## src/hw/rtl/hksd_pkg.sv

```systemverilog
// Shared constants, codes and controller/datapath interface types for the descrambler.
`default_nettype none

package hksd_pkg;

   localparam int MAX_HEADERS_DEF      = 9;
   localparam int MAX_HEADER_BYTES_DEF = 80;

   localparam logic [7:0] DATA_START = 8'd7;
   localparam logic [7:0] DATA_STEP  = 8'd13;

   localparam logic [3:0] HEADER_COUNT_RESET = 4'd9;

   localparam logic [1:0] OP_SET_LEN  = 2'd0;
   localparam logic [1:0] OP_WR_BYTE  = 2'd1;
   localparam logic [1:0] OP_BUILD    = 2'd2;
   localparam logic [1:0] OP_DECRYPT  = 2'd3;

   localparam logic [1:0] MODE_MODEL  = 2'd0;
   localparam logic [1:0] MODE_MEDIA  = 2'd1;
   localparam logic [1:0] MODE_DATA   = 2'd2;
   localparam logic [1:0] MODE_NONE   = 2'd3;

   typedef struct packed {
      logic take;
      logic res_zero;
      logic res_dec;
      logic max_clr;
      logic max_step;
      logic key_set;
      logic mod_clr;
      logic mod_step;
      logic seed_clr;
      logic seed_acc;
      logic hdr_next;
      logic tab_clr;
      logic fill_step;
      logic tab_start;
      logic red_step;
      logic tab_rd;
      logic tab_step;
   } dp_cmd_type;

   typedef struct packed {
      logic h_done;
      logic seed_skip;
      logic len_zero;
      logic j_last;
      logic mod_last;
      logic key_len_zero;
      logic mx_zero;
      logic i_last;
      logic red_done;
      logic out_free;
   } dp_sts_type;

endpackage

`default_nettype wire

```

## src/hw/rtl/hksd_ctrl.sv

```systemverilog
// Controller: sequences transactions, key table builds and decrypts over the datapath.
`default_nettype none

module hksd_ctrl (
   input  wire logic                 clock,
   input  wire logic                 reset,
   input  wire logic                 req_valid,
   output logic                      req_ready,
   input  wire logic [1:0]           req_opcode,
   input  wire logic [1:0]           req_key_mode,
   input  wire hksd_pkg::dp_sts_type sts,
   output hksd_pkg::dp_cmd_type      cmd
);

   localparam logic [3:0] S_IDLE  = 4'd0;
   localparam logic [3:0] S_DEC   = 4'd1;
   localparam logic [3:0] S_MAX   = 4'd2;
   localparam logic [3:0] S_MOD   = 4'd3;
   localparam logic [3:0] S_SEEDH = 4'd4;
   localparam logic [3:0] S_SEEDR = 4'd5;
   localparam logic [3:0] S_SEEDA = 4'd6;
   localparam logic [3:0] S_FILL  = 4'd7;
   localparam logic [3:0] S_TABH  = 4'd8;
   localparam logic [3:0] S_TRED  = 4'd9;
   localparam logic [3:0] S_TRD   = 4'd10;
   localparam logic [3:0] S_TWR   = 4'd11;
   localparam logic [3:0] S_DONE  = 4'd12;

   logic [3:0] state_ff, state_in;

   always_comb begin
      cmd       = '0;
      state_in  = state_ff;
      req_ready = (state_ff == S_IDLE) && sts.out_free;
      case (state_ff)
         S_IDLE: begin
            if (req_valid && req_ready) begin
               cmd.take = 1'b1;
               case (req_opcode)
                  hksd_pkg::OP_DECRYPT: state_in = S_DEC;
                  hksd_pkg::OP_BUILD: begin
                     if (req_key_mode == hksd_pkg::MODE_NONE) begin
                        cmd.res_zero = 1'b1;
                     end else begin
                        cmd.max_clr = 1'b1;
                        state_in    = S_MAX;
                     end
                  end
                  default: cmd.res_zero = 1'b1;
               endcase
            end
         end
         S_DEC: begin
            cmd.res_dec = 1'b1;
            state_in    = S_IDLE;
         end
         S_MAX: begin
            if (sts.h_done) begin
               cmd.key_set = 1'b1;
               if (sts.key_len_zero && sts.mx_zero) begin
                  state_in = S_DONE;
               end else if (sts.key_len_zero) begin
                  cmd.mod_clr = 1'b1;
                  state_in    = S_MOD;
               end else begin
                  cmd.seed_clr = 1'b1;
                  state_in     = S_SEEDH;
               end
            end else begin
               cmd.max_step = 1'b1;
            end
         end
         S_MOD: begin
            cmd.mod_step = 1'b1;
            if (sts.mod_last) begin
               cmd.seed_clr = 1'b1;
               state_in     = S_SEEDH;
            end
         end
         S_SEEDH: begin
            if (sts.h_done) begin
               if (sts.key_len_zero) begin
                  state_in = S_DONE;
               end else begin
                  cmd.tab_clr = 1'b1;
                  state_in    = S_FILL;
               end
            end else if (sts.seed_skip) begin
               cmd.hdr_next = 1'b1;
            end else begin
               state_in = S_SEEDR;
            end
         end
         S_SEEDR: state_in = S_SEEDA;
         S_SEEDA: begin
            cmd.seed_acc = 1'b1;
            if (sts.j_last) begin
               cmd.hdr_next = 1'b1;
               state_in     = S_SEEDH;
            end else begin
               state_in = S_SEEDR;
            end
         end
         S_FILL: begin
            cmd.fill_step = 1'b1;
            if (sts.i_last) begin
               state_in = S_TABH;
            end
         end
         S_TABH: begin
            if (sts.h_done) begin
               state_in = S_DONE;
            end else if (sts.len_zero) begin
               cmd.hdr_next = 1'b1;
            end else begin
               cmd.tab_start = 1'b1;
               state_in      = S_TRED;
            end
         end
         S_TRED: begin
            if (sts.red_done) begin
               state_in = S_TRD;
            end else begin
               cmd.red_step = 1'b1;
            end
         end
         S_TRD: begin
            cmd.tab_rd = 1'b1;
            state_in   = S_TWR;
         end
         S_TWR: begin
            cmd.tab_step = 1'b1;
            if (sts.i_last) begin
               cmd.hdr_next = 1'b1;
               state_in     = S_TABH;
            end else begin
               state_in = S_TRD;
            end
         end
         S_DONE: begin
            cmd.res_zero = 1'b1;
            state_in     = S_IDLE;
         end
         default: state_in = S_IDLE;
      endcase
   end

   always_ff @(posedge clock) begin
      if (reset) begin
         state_ff <= S_IDLE;
      end else begin
         state_ff <= state_in;
      end
   end

endmodule

`default_nettype wire

```

## config.mk

```make
export PLATFORM = sky130hd
export DESIGN_NAME = hksd_ctrl
export DESIGN_NICKNAME = d
export VERILOG_FILES = /design/src/hw/rtl/hksd_pkg.sv /design/src/hw/rtl/hksd_ctrl.sv
export SDC_FILE = /design/constraint.sdc
export NUM_CORES = 1
export LEC_CHECK = 0
export ABC_AREA = 1
export BUFFER_PORTS_ARGS = -buffer_cell sky130_fd_sc_hd__buf_2
export CELL_PAD_IN_SITES_DETAIL_PLACEMENT = 2
export CELL_PAD_IN_SITES_GLOBAL_PLACEMENT = 2
export CORE_ASPECT_RATIO = 1.25
export CORE_MARGIN = 2
export CORE_UTILIZATION = 22
export CTS_BUF_LIST = sky130_fd_sc_hd__clkbuf_8
export CTS_CLUSTER_DIAMETER = 80
export DETAILED_ROUTE_END_ITERATION = 6
export GPL_TIMING_DRIVEN = 0
export HOLD_SLACK_MARGIN = 0.05
export PLACE_DENSITY_LB_ADDON = 0.1
export SYNTH_ARGS = -nofsm -noshare
export SYNTH_HDL_FRONTEND = slang
export SYNTH_SLANG_ARGS = --single-unit
```

## constraint.sdc

```tcl
create_clock -name clock -period 2.77 [get_ports clock]
set_clock_uncertainty 0.05 [all_clocks]
set_input_delay 0.1385 -clock clock [delete_from_list [all_inputs] [get_ports clock]]
set_output_delay 0.1385 -clock clock [all_outputs]
set_load 0.02 [all_outputs]
```

==> results of run 1 <==
==> per-layer routing <==
metal / track usage, % / routed length (um) / vias up
met1: 19.06 / 1062 / 426
met3: 0.6818 / 70 / 0
met5: 0 / 0 / -
met4: 3.846 / 0 / 0
met2: 28.70 / 1350 / 16
li1: - / - / 472
==> logic make-up (layout without fill, tap and decap cells) <==
| group | after synthesis | count (layout) |
|---|---|---|
| AND/OR/NAND/NOR | 81 | 81 |
| buffers and inverters | 32 | 69 |
| AO/OA/AOI/OAI | 11 | 11 |
| flip-flops | 4 | 4 |
==> cell usage after synthesis <==
cell | n | area, um^2
nor2_1 | 25 | 93.84
nand3_4 | 1 | 17.52
a31oi_1 | 1 | 6.260
nand2_4 | 1 | 11.26
nor3_2 | 1 | 10.01
nand4_1 | 1 | 6.260
nand2_2 | 7 | 43.79
o21ai_1 | 1 | 5.000
inv_1 | 23 | 86.33
dfxtp_1 | 4 | 80.08
o2111ai_1 | 1 | 8.760
a21oi_1 | 3 | 15.01
nand3b_1 | 1 | 7.510
nand2_1 | 27 | 101.4
o21ai_0 | 1 | 5.000
nand3_1 | 8 | 40.04
nor2_4 | 1 | 11.26
o31ai_2 | 1 | 12.51
a221o_1 | 1 | 10.01
inv_2 | 9 | 33.78
nor4_1 | 2 | 12.51
o32ai_1 | 2 | 17.52
nor2_2 | 3 | 18.77
nor3_1 | 3 | 15.01
==> worst reg2reg max path, cell delays in order (launching register included) <==
cell      delay (ns)
dfxtp_1         0.42
inv_2           0.08
nor2_1          0.19
nand2_1         0.16
inv_2           0.09
nand3_1         0.14
nand2_1         0.10
inv_1           0.05
nand3b_1        0.09
nor2_1          0.05
nor2_1          0.09
==> cell type report <==
type | instances | area share (%)
multi-input combinational | 92 | 50.68
timing repair buffer | 34 | 18.38
inverter | 32 | 12.97
sequential | 4 | 8.649
tap | 36 | 4.865
clock buffer | 3 | 4.459
==> layout by cell type, fill, tap and decap left out, drive strengths merged <==
master   netlist  final
nand4          1      1
nor3           4      4
dfxtp          4      4
clkbuf         0      3
buf            0     34
nand3          9      9
o32ai          2      2
nor4           2      2
a31oi          1      1
nand2         35     35
a221o          1      1
nor2          29     29
o31ai          1      1
nand3b         1      1
inv           32     32
o21ai          2      2
a21oi          3      3
o2111ai        1      1
==> per-stage QoR <==
step	hold slack [ns]	setup slack, ns	power [mW]
floorplan	0.2675	1.070	0.4850
global placement	0.3798	1.233	0.6244
detailed placement	0.3852	1.192	0.6360
CTS	0.1649	0.9819	0.7622
global route	0.1863	0.8627	0.8312
finish	0.1637	1.023	0.7415
==> how the worst max path moves through the flow <==
| stage | end | slack, ns | cells past startpoint |
|---|---|---|---|
| 4_1_cts | cmd[10] | 0.98 | 7 |
| 3_3_place_gp | state_ff[0] | 1.23 | 10 |
| 5_1_grt | cmd[10] | 0.86 | 7 |
| 2_1_floorplan | cmd[13] | 1.07 | 5 |
| 3_5_place_dp | state_ff[0] | 1.19 | 10 |
| 6_report | cmd[10] | 1.02 | 7 |
==> power by group through the flow <==
stage	Clock, mW	Combinational [mW]	Sequential, mW
floorplan	0	0.382	0.103
global placement	0	0.515	0.109
detailed placement	0	0.526	0.110
CTS	0.123	0.530	0.109
global route	0.127	0.592	0.112
finish	0.118	0.515	0.108
==> results.sh, run 1 <==
export IMPL_start_util_pct=22.94
export IMPL_yosysSeqAreaShare_pct=11.96
export IMPL_nFillCells=406
export IMPL_power_switching_uw=401.4
export IMPL_hold_class="input pin to flop"
export IMPL_synth_compound_area_share_pct=11.96
export IMPL_syn2layout_area_growth_pct=38.32
export IMPL_ys_seq_elements=4
export IMPL_endpoint_kind="output port"
export IMPL_diodes=0
export IMPL_syn_area_um2=669.4
export IMPL_ant_nets=0
export IMPL_first_pass_iters=2
export IMPL_cts_buffer_depth=2
export IMPL_crit_chain="inv_2 -> nor2_1 -> nand2_1 -> inv_2 -> nand3_1 -> nor2_1 -> buf_2"
export IMPL_power_frac_comb_pct=69.5
export IMPL_grt_pass1_vias=930
export IMPL_via_count=914
export IMPL_r2r_start="state_ff[1]"
export IMPL_worstPathArrival_ns=1.56
export IMPL_yosys_warnings=0
export IMPL_reg2reg_slack_ns=1.22
export IMPL_finalCritPeriodShare_pct=63.08
export IMPL_die_w_um=53.34
export IMPL_p_per_area_mw_per_mm2=800.8
export IMPL_r2r_end="state_ff[0]"
export IMPL_grt_ovfl_total=0
export IMPL_clk_pin_slew_worst_paths_ns=0.03
export IMPL_nNetsFinal=184
export IMPL_first_iter_violations=3
export IMPL_design_area_um2=925.9
export IMPL_crit_path_max_incr_delay_ns=0.42
export IMPL_numCtsBuffers=3
export IMPL_cp_top_family="simple AND/OR/NAND/NOR gates"
export IMPL_period_minus_slack_ns=1.747
export IMPL_synthXorXnorAreaFrac_pct=0
export IMPL_critical_path_startpoint="state_ff[1]"
export IMPL_regMostFlops="state_ff"
export IMPL_worst_hold_path_endpoint="state_ff[2]"
export IMPL_muxShareOfSynthArea_pct=0
export IMPL_setup_viol=0
export IMPL_synth_top_family_by_area="simple AND/OR/NAND/NOR gates"
export IMPL_die_h_um=65.67
export IMPL_maxCapViolations=0
export IMPL_row_count=22
export IMPL_cts_tree="done"
export IMPL_critPathBufInv=3
export IMPL_grt_pass1_wl_um=4119
export IMPL_portBuffers=34
export IMPL_final_util_pct=31.73
export IMPL_final_cells=201
export IMPL_ir_drop_mv=0.3700
export IMPL_worstSetupPathType="flop to output port"
export IMPL_ys_types=24
export IMPL_relSlewSlack_pct=80.36
export IMPL_critPathMaxFanout=6
export IMPL_synth_fa_ha_area_share_pct=0
export IMPL_largest_reg_flops=4
export IMPL_worstSkewPairLatency_ns=0.21
export IMPL_dieArea_mm2=0.003503
export IMPL_final_setup_tns_ns=0
export IMPL_multi_input_area_um2=469.2
export IMPL_clkPwrFrac_pct=16.0
export IMPL_seq_area_um2=80.08
export IMPL_routed_wl_um=2483
export IMPL_reg2reg_depth=10
export IMPL_clock_sinks=4
export IMPL_synth_simple_area_share_pct=58.13
export IMPL_ios=35
export IMPL_power_internal_uw=340.1
export IMPL_min_delay_start="reset"
export IMPL_gp_congestion=0.7616
export IMPL_cp_required_ns=2.58
export IMPL_viasPerCell=4.547
export IMPL_hold_viol=0
export IMPL_grt_usage_pct=15.56
export IMPL_post_route_drc_count=0
export IMPL_top_regs="state_ff x4"
export IMPL_tightest_slew_ns=0.2928
export IMPL_rsz0062_at_grt="false"
export IMPL_grt_max_degree=8
export IMPL_routedWlPerCell_um=12.35
export IMPL_cts_root_buf="clkbuf_8"
export IMPL_cts_resized_gates=0
export IMPL_final_layout_size_suffix_gt1_share_pct=36.97
export IMPL_numPlacedInstances=198
export IMPL_postCtsSetupBuffers=0
export IMPL_p_leak_nw=0.6012
export IMPL_fmax_mhz=572.3
export IMPL_start_kind="flop"
export IMPL_final_max_slew_viol_count=0
export IMPL_cts_hold_buf=0
export IMPL_sw_frac_of_total_pct=54.13
export IMPL_slowest_stage="dfxtp_1"
export IMPL_syn_instance_count=128
export IMPL_post_dp_hpwl_um=2236
export IMPL_syn_nets=145
export IMPL_cts_htree_levels=1
export IMPL_status="complete, no violations"
export IMPL_seqPwrFrac_pct=14.6
export IMPL_antenna_found_initial=0
export IMPL_place_area_um2=884.6
export IMPL_syn_avg_cell_area_um2=5.230
export IMPL_coreArea_mm2=0.002918
export IMPL_hold_depth=4
(Power assumes the default switching activity.)
==> run 2: changes to the inputs <==
Settings changed: CORE_UTILIZATION 22 to 20.
Clock period 2.77 ns to 1.7 ns, I/O delays scaled along.
==> run 2 against run 1 <==
  * Sequential share of layout area grew 0.57 points
  * Core utilization is 2.0 points lower
  * Setup slack worse by 0.90 ns
  * Worst hold slack lost 0.065 ns
  * Total power is 71% higher
  * Clock-buffer cell count is the same
  * Final cell count grew 0.50%
  * Routed wire length increased by 12%
  * Combinational power increased by 69%
  * Flip-flop and latch count is the same
  * Non-clock buffer count did not move
==> results.sh, run 2 (synthesized netlist as in run 1, its figures left out) <==
export IMPL_status="complete, no violations"
export IMPL_final_util_pct=29.73
export IMPL_first_iter_violations=16
export IMPL_cts_tree="done"
export IMPL_post_dp_hpwl_um=2466
export IMPL_period_minus_slack_ns=1.577
export IMPL_numCtsBuffers=3
export IMPL_r2r_start="state_ff[1]"
export IMPL_pre_cts_slack_ns=0.1065
export IMPL_worst_hold_path_endpoint="state_ff[2]"
export IMPL_fmax_mhz=634.2
export IMPL_seq_area_um2=87.58
export IMPL_path_common_cell="nand2_2"
export IMPL_regMostFlops="state_ff"
export IMPL_reg2reg_slack_ns=0.28
export IMPL_clk_pin_slew_worst_paths_ns=0.03
export IMPL_cp_required_ns=1.56
export IMPL_final_layout_size_suffix_gt1_share_pct=40.61
export IMPL_nNetsFinal=184
export IMPL_final_setup_tns_ns=0
export IMPL_cp_top_family="flip-flops"
export IMPL_via_count=939
export IMPL_cts_buffer_depth=2
export IMPL_worstPathArrival_ns=1.44
export IMPL_reg2reg_depth=8
export IMPL_critPathMaxFanout=5
export IMPL_grt_max_degree=8
export IMPL_hold_depth=4
export IMPL_hold_class="input pin to flop"
export IMPL_grt_pass1_vias=1005
export IMPL_portBuffers=34
export IMPL_top_regs="state_ff x4"
export IMPL_diodes=0
export IMPL_cts_htree_levels=1
export IMPL_critPathBufInv=2
export IMPL_routedWlPerCell_um=13.76
export IMPL_final_cell_mix="buf_2 (34), nand2_1 (27), nor2_1 (23), inv_1 (23), inv_2 (9)"
export IMPL_hold_viol=0
export IMPL_grt_ovfl_total=0
export IMPL_largest_reg_flops=4
export IMPL_slowest_stage="dfxtp_4"
export IMPL_start_kind="flop"
export IMPL_crit_path_max_incr_delay_ns=0.38
export IMPL_ios=35
export IMPL_maxCapViolations=0
export IMPL_gp_congestion=0.7884
export IMPL_power_mw=1.270
export IMPL_grt_usage_pct=15.93
export IMPL_whs_ns=0.09898
export IMPL_min_delay_start="reset"
export IMPL_dieArea_mm2=0.003829
export IMPL_multi_input_area_um2=484.2
export IMPL_setup_viol=0
export IMPL_finalCritPeriodShare_pct=92.75
export IMPL_viasPerCell=4.649
export IMPL_final_max_slew_viol_count=0
export IMPL_cts_resized_gates=3
export IMPL_post_route_drc_count=0
export IMPL_cts_root_buf="clkbuf_8"
export IMPL_worstSetupPathType="flop to output port"
export IMPL_ir_drop_mv=0.6838
export IMPL_worst_slack_ns=0.1233
export IMPL_nFillCells=430
export IMPL_antenna_found_initial=0
export IMPL_tightest_slew_ns=0.2982
export IMPL_endpoint_kind="output port"
export IMPL_coreArea_mm2=0.003194
export IMPL_place_area_um2=885.9
export IMPL_cts_hold_buf=0
export IMPL_grt_pass1_wl_um=4767
export IMPL_final_cells=202
export IMPL_postCtsSetupBuffers=0
export IMPL_die_w_um=55.75
export IMPL_numPlacedInstances=199
export IMPL_clock_sinks=4
export IMPL_p_per_area_mw_per_mm2=1338
export IMPL_routed_wl_um=2780
export IMPL_ant_nets=0
export IMPL_syn2layout_area_growth_pct=41.87
export IMPL_crit_chain="inv_2 -> nand2_2 -> nor2_2 -> nand2_1 -> nand2_2 -> a221o_1 -> buf_2"
export IMPL_row_count=23
export IMPL_first_pass_iters=2
export IMPL_design_area_um2=949.7
export IMPL_worstSkewPairLatency_ns=0.22
export IMPL_relSlewSlack_pct=80.00
export IMPL_die_h_um=68.68
export IMPL_r2r_end="state_ff[1]"
export IMPL_final_common_cell="buf_2"
export IMPL_p_leak_nw=0.6071
export IMPL_start_util_pct=20.96
## run 2: cell counts in the layout (fill, tap and decap cells not counted)
Identical to the previous run, type by type.
## run 2: final cells by class
cell class              count  share of cell area [%]
clock buffers               3                   4.348
flip-flops and latches      4                   9.223
repair buffers             34                   17.92
well taps                  37                   4.875
multi-input cells          92                   50.99
inverters                  32                   12.65
## run 2: power by group
part | switching [mW] | internal, mW | leakage, nW
Clock | 0.0531 | 0.151 | 0.0216
Combinational | 0.584 | 0.286 | 0.551
Sequential | 0.0568 | 0.139 | 0.0347
Total | 0.694 | 0.576 | 0.607
## run 2: metal layers
metal  share of wire [%]  global-route usage [%]  vias up
met3                 3.0                   1.306        3
met5                   0                       0        -
li1                    -                       -      478
met2                  55                   31.25       19
met4                 1.4                   5.488        0
met1                  41                   18.24      439
## run 2: tightest hold or removal path: stages
cell	delay, ns
buf_2	0.08
inv_1	0.06
nand2_1	0.07
nor2_1	0.03
## run 2: how the worst max path moves through the flow
stage,start,endpoint,depth (start not counted)
6_report,state_ff[3],cmd[6],7
3_5_place_dp,state_ff[1],state_ff[0],10
4_1_cts,state_ff[2],cmd[6],6
3_3_place_gp,state_ff[1],state_ff[0],10
5_1_grt,state_ff[3],cmd[6],7
2_1_floorplan,state_ff[2],cmd[13],5
==> run 3: changes to the inputs <==
Settings changed: ABC_AREA 1 to 0, CORE_UTILIZATION 20 to 24.
==> run 3 against run 2 <==
  * The flow now finishes with violations (negative setup slack)
  * Critical path depth shrank 1
  * Combinational power grew 15%
  * Synthesized area grew 0.75%
  * Critical path type is now flop to flop
  * Largest cell class unchanged
  * Largest power group unchanged
  * Highest routed layer unchanged
==> results.sh, run 3 <==
export IMPL_antenna_found_initial=0
export IMPL_synth_top_area_share_pct=11.87
export IMPL_synth_edff_count=0
export IMPL_min_delay_start="reset"
export IMPL_ant_nets=0
export IMPL_grt_pass1_wl_um=4850
export IMPL_multi_input_area_um2=624.3
export IMPL_r2r_end="state_ff[3]"
export IMPL_ys_types=41
export IMPL_die_w_um=51.41
export IMPL_ios=35
export IMPL_final_util_pct=40.29
export IMPL_cp_required_ns=1.73
export IMPL_viasPerCell=5.387
export IMPL_start_util_pct=25.16
export IMPL_ir_drop_mv=0.4890
export IMPL_first_iter_violations=8
export IMPL_reg2reg_slack_ns=-0.08
export IMPL_syn_nets=108
export IMPL_worstSetupPathType="flop to flop"
export IMPL_p_per_area_mw_per_mm2=1247
export IMPL_syn2layout_area_growth_pct=60.11
export IMPL_portBuffers=34
export IMPL_grt_pass1_vias=960
export IMPL_routedWlPerCell_um=18.64
export IMPL_hold_depth=2
export IMPL_synth_common_cells="nor2_1 (8), nand2b_1 (7), nor3_1 (5)"
export IMPL_row_count=21
export IMPL_die_h_um=63.27
export IMPL_syn_avg_cell_area_um2=7.411
export IMPL_gp_congestion=0.8249
export IMPL_start_kind="flop"
export IMPL_setup_viol=5
export IMPL_final_layout_size_suffix_gt1_share_pct=52.24
export IMPL_numCtsBuffers=3
export IMPL_top_regs="state_ff x4"
export IMPL_routed_wl_um=3132
export IMPL_finalCritPeriodShare_pct=104.7
export IMPL_r2r_start="state_ff[2]"
export IMPL_hold_class="input pin to flop"
export IMPL_syn_area_um2=674.4
export IMPL_fmax_mhz=562.1
export IMPL_worst_slack_ns=-0.07914
export IMPL_grt_max_degree=11
export IMPL_grt_ovfl_total=0
export IMPL_coreArea_mm2=0.002680
export IMPL_first_pass_iters=4
export IMPL_synth_async_reset_ratio_pct=0
export IMPL_rsz0062_at_grt="true"
export IMPL_worst_hold_path_endpoint="state_ff[3]"
export IMPL_status="complete, but fails checks"
export IMPL_yosysSeqAreaShare_pct=11.87
export IMPL_ys_seq_elements=4
export IMPL_synth_most_common_cell="nor2_1"
export IMPL_worstPathArrival_ns=1.81
export IMPL_nFillCells=328
export IMPL_final_cell_mix="buf_2 (35), buf_4 (7), nand2b_1 (6), nor2_1 (6), nor3_1 (5)"
export IMPL_final_setup_tns_ns=-0.2313
export IMPL_clk_pin_slew_worst_paths_ns=0.03
export IMPL_relSlewSlack_pct=68.86
export IMPL_seq_area_um2=82.58
export IMPL_ys_flop_type="dfxtp_1"
export IMPL_dieArea_mm2=0.003252
export IMPL_synthTopCellsByArea="dfxtp_1 (12%), nand2b_1 (6.5%), a41oi_1 (5.2%)"
export IMPL_nNetsFinal=153
export IMPL_maxCapViolations=0
export IMPL_p_leak_nw=0.4645
export IMPL_largest_reg_flops=4
export IMPL_cts_root_buf="clkbuf_8"
export IMPL_violations="negative setup slack"
export IMPL_diodes=0
export IMPL_endpoint_kind="flop"
export IMPL_final_common_cell="buf_2"
export IMPL_worstSkewPairLatency_ns=0.22
export IMPL_post_route_drc_count=0
export IMPL_power_mw=1.347
export IMPL_cts_tree="done"
export IMPL_hold_viol=0
export IMPL_critPathMaxFanout=4
export IMPL_post_dp_hpwl_um=2208
export IMPL_syn_instance_count=91
export IMPL_tightest_slew_ns=0.4639
export IMPL_clock_sinks=4
export IMPL_grt_usage_pct=19.55
export IMPL_synth_area_leader_cell="dfxtp_1"
export IMPL_period_minus_slack_ns=1.779
export IMPL_reg2reg_depth=6
export IMPL_cts_hold_buf=0
export IMPL_via_count=905
export IMPL_yosys_warnings=0
export IMPL_final_max_slew_viol_count=0
export IMPL_cts_htree_levels=1
export IMPL_regMostFlops="state_ff"
export IMPL_cts_buffer_depth=2
run 3: cell count changes in the layout (fill, tap and decap cells not counted), sizes merged, moves of 3 or more:
cell | before | now
nor2b | 0 | 4
nand2 | 35 | 4
a41oi | 0 | 4
nand3 | 9 | 1
nand3b | 1 | 4
and3 | 0 | 4
nand2b | 0 | 7
nor2 | 29 | 8
buf | 34 | 46
inv | 32 | 1
run 3: layout make-up:
| type | count | area share, % |
|---|---|---|
| repair buffers | 40 | 20.74 |
| clock buffers | 3 | 3.824 |
| well taps | 34 | 3.940 |
| plain buffers | 8 | 5.678 |
| flip-flops and latches | 4 | 7.648 |
| multi-input cells | 78 | 57.82 |
| inverters | 1 | 0.3476 |
run 3: worst max path at each step:
stage	end	startpoint	slack (ns)
3_5_place_dp	state_ff[3]	state_ff[1]	-0.13
4_1_cts	state_ff[3]	state_ff[2]	-0.06
6_report	state_ff[3]	state_ff[2]	-0.08
3_3_place_gp	state_ff[3]	state_ff[1]	-0.10
2_1_floorplan	state_ff[3]	state_ff[2]	0.05
5_1_grt	state_ff[1]	state_ff[0]	-0.12
run 3: per-stage QoR:
step	instances	area, um^2	setup WS [ns]	hold slack [ns]
4_1_cts	167	1025	-0.06422	0.05835
2_1_floorplan	91	674.4	0.04849	0.1039
3_3_place_gp	159	887.1	-0.1031	0.2689
5_1_grt	168	1080	-0.1228	0.07875
6_report	168	1080	-0.07914	0.06227
3_5_place_dp	159	887.1	-0.1302	0.2859
run 3: metal layers:
layer | vias to the layer above | share of wire [%] | GRT usage (%)
li1 | 439 | - | -
met1 | 442 | 43 | 24.96
met2 | 17 | 51 | 32.85
met3 | 7 | 3.0 | 1.422
met4 | 0 | 3.0 | 8.553
met5 | - | 0 | 0
run 3: worst max-delay path: stages (launching register included):
cell       delay, ns
dfxtp_2         0.33
buf_6           0.12
mux2_4          0.29
or3_4           0.40
buf_4           0.16
a41oi_2         0.22
a2111oi_4       0.07
run 3: timing repair:
action                     CTS  global route
setup endpoints to repair   13            11
setup buffers                4             1
pin swaps                    4             2
resized for setup           17            14
gates cloned                 1             0
run 3: kinds of logic after synthesis:
family	count (synthesis)	synth area share (%)
buffers and inverters	9	7.605
multiplexers	1	2.226
AND/OR/NAND/NOR	50	46.38
flip-flops	4	11.87
AO/OA/AOI/OAI	27	31.91
run 3: where the power goes:
part	internal, mW	switching, mW
clock network	0.151	0.0551
registers	0.124	0.0173
logic	0.447	0.552
total	0.722	0.625
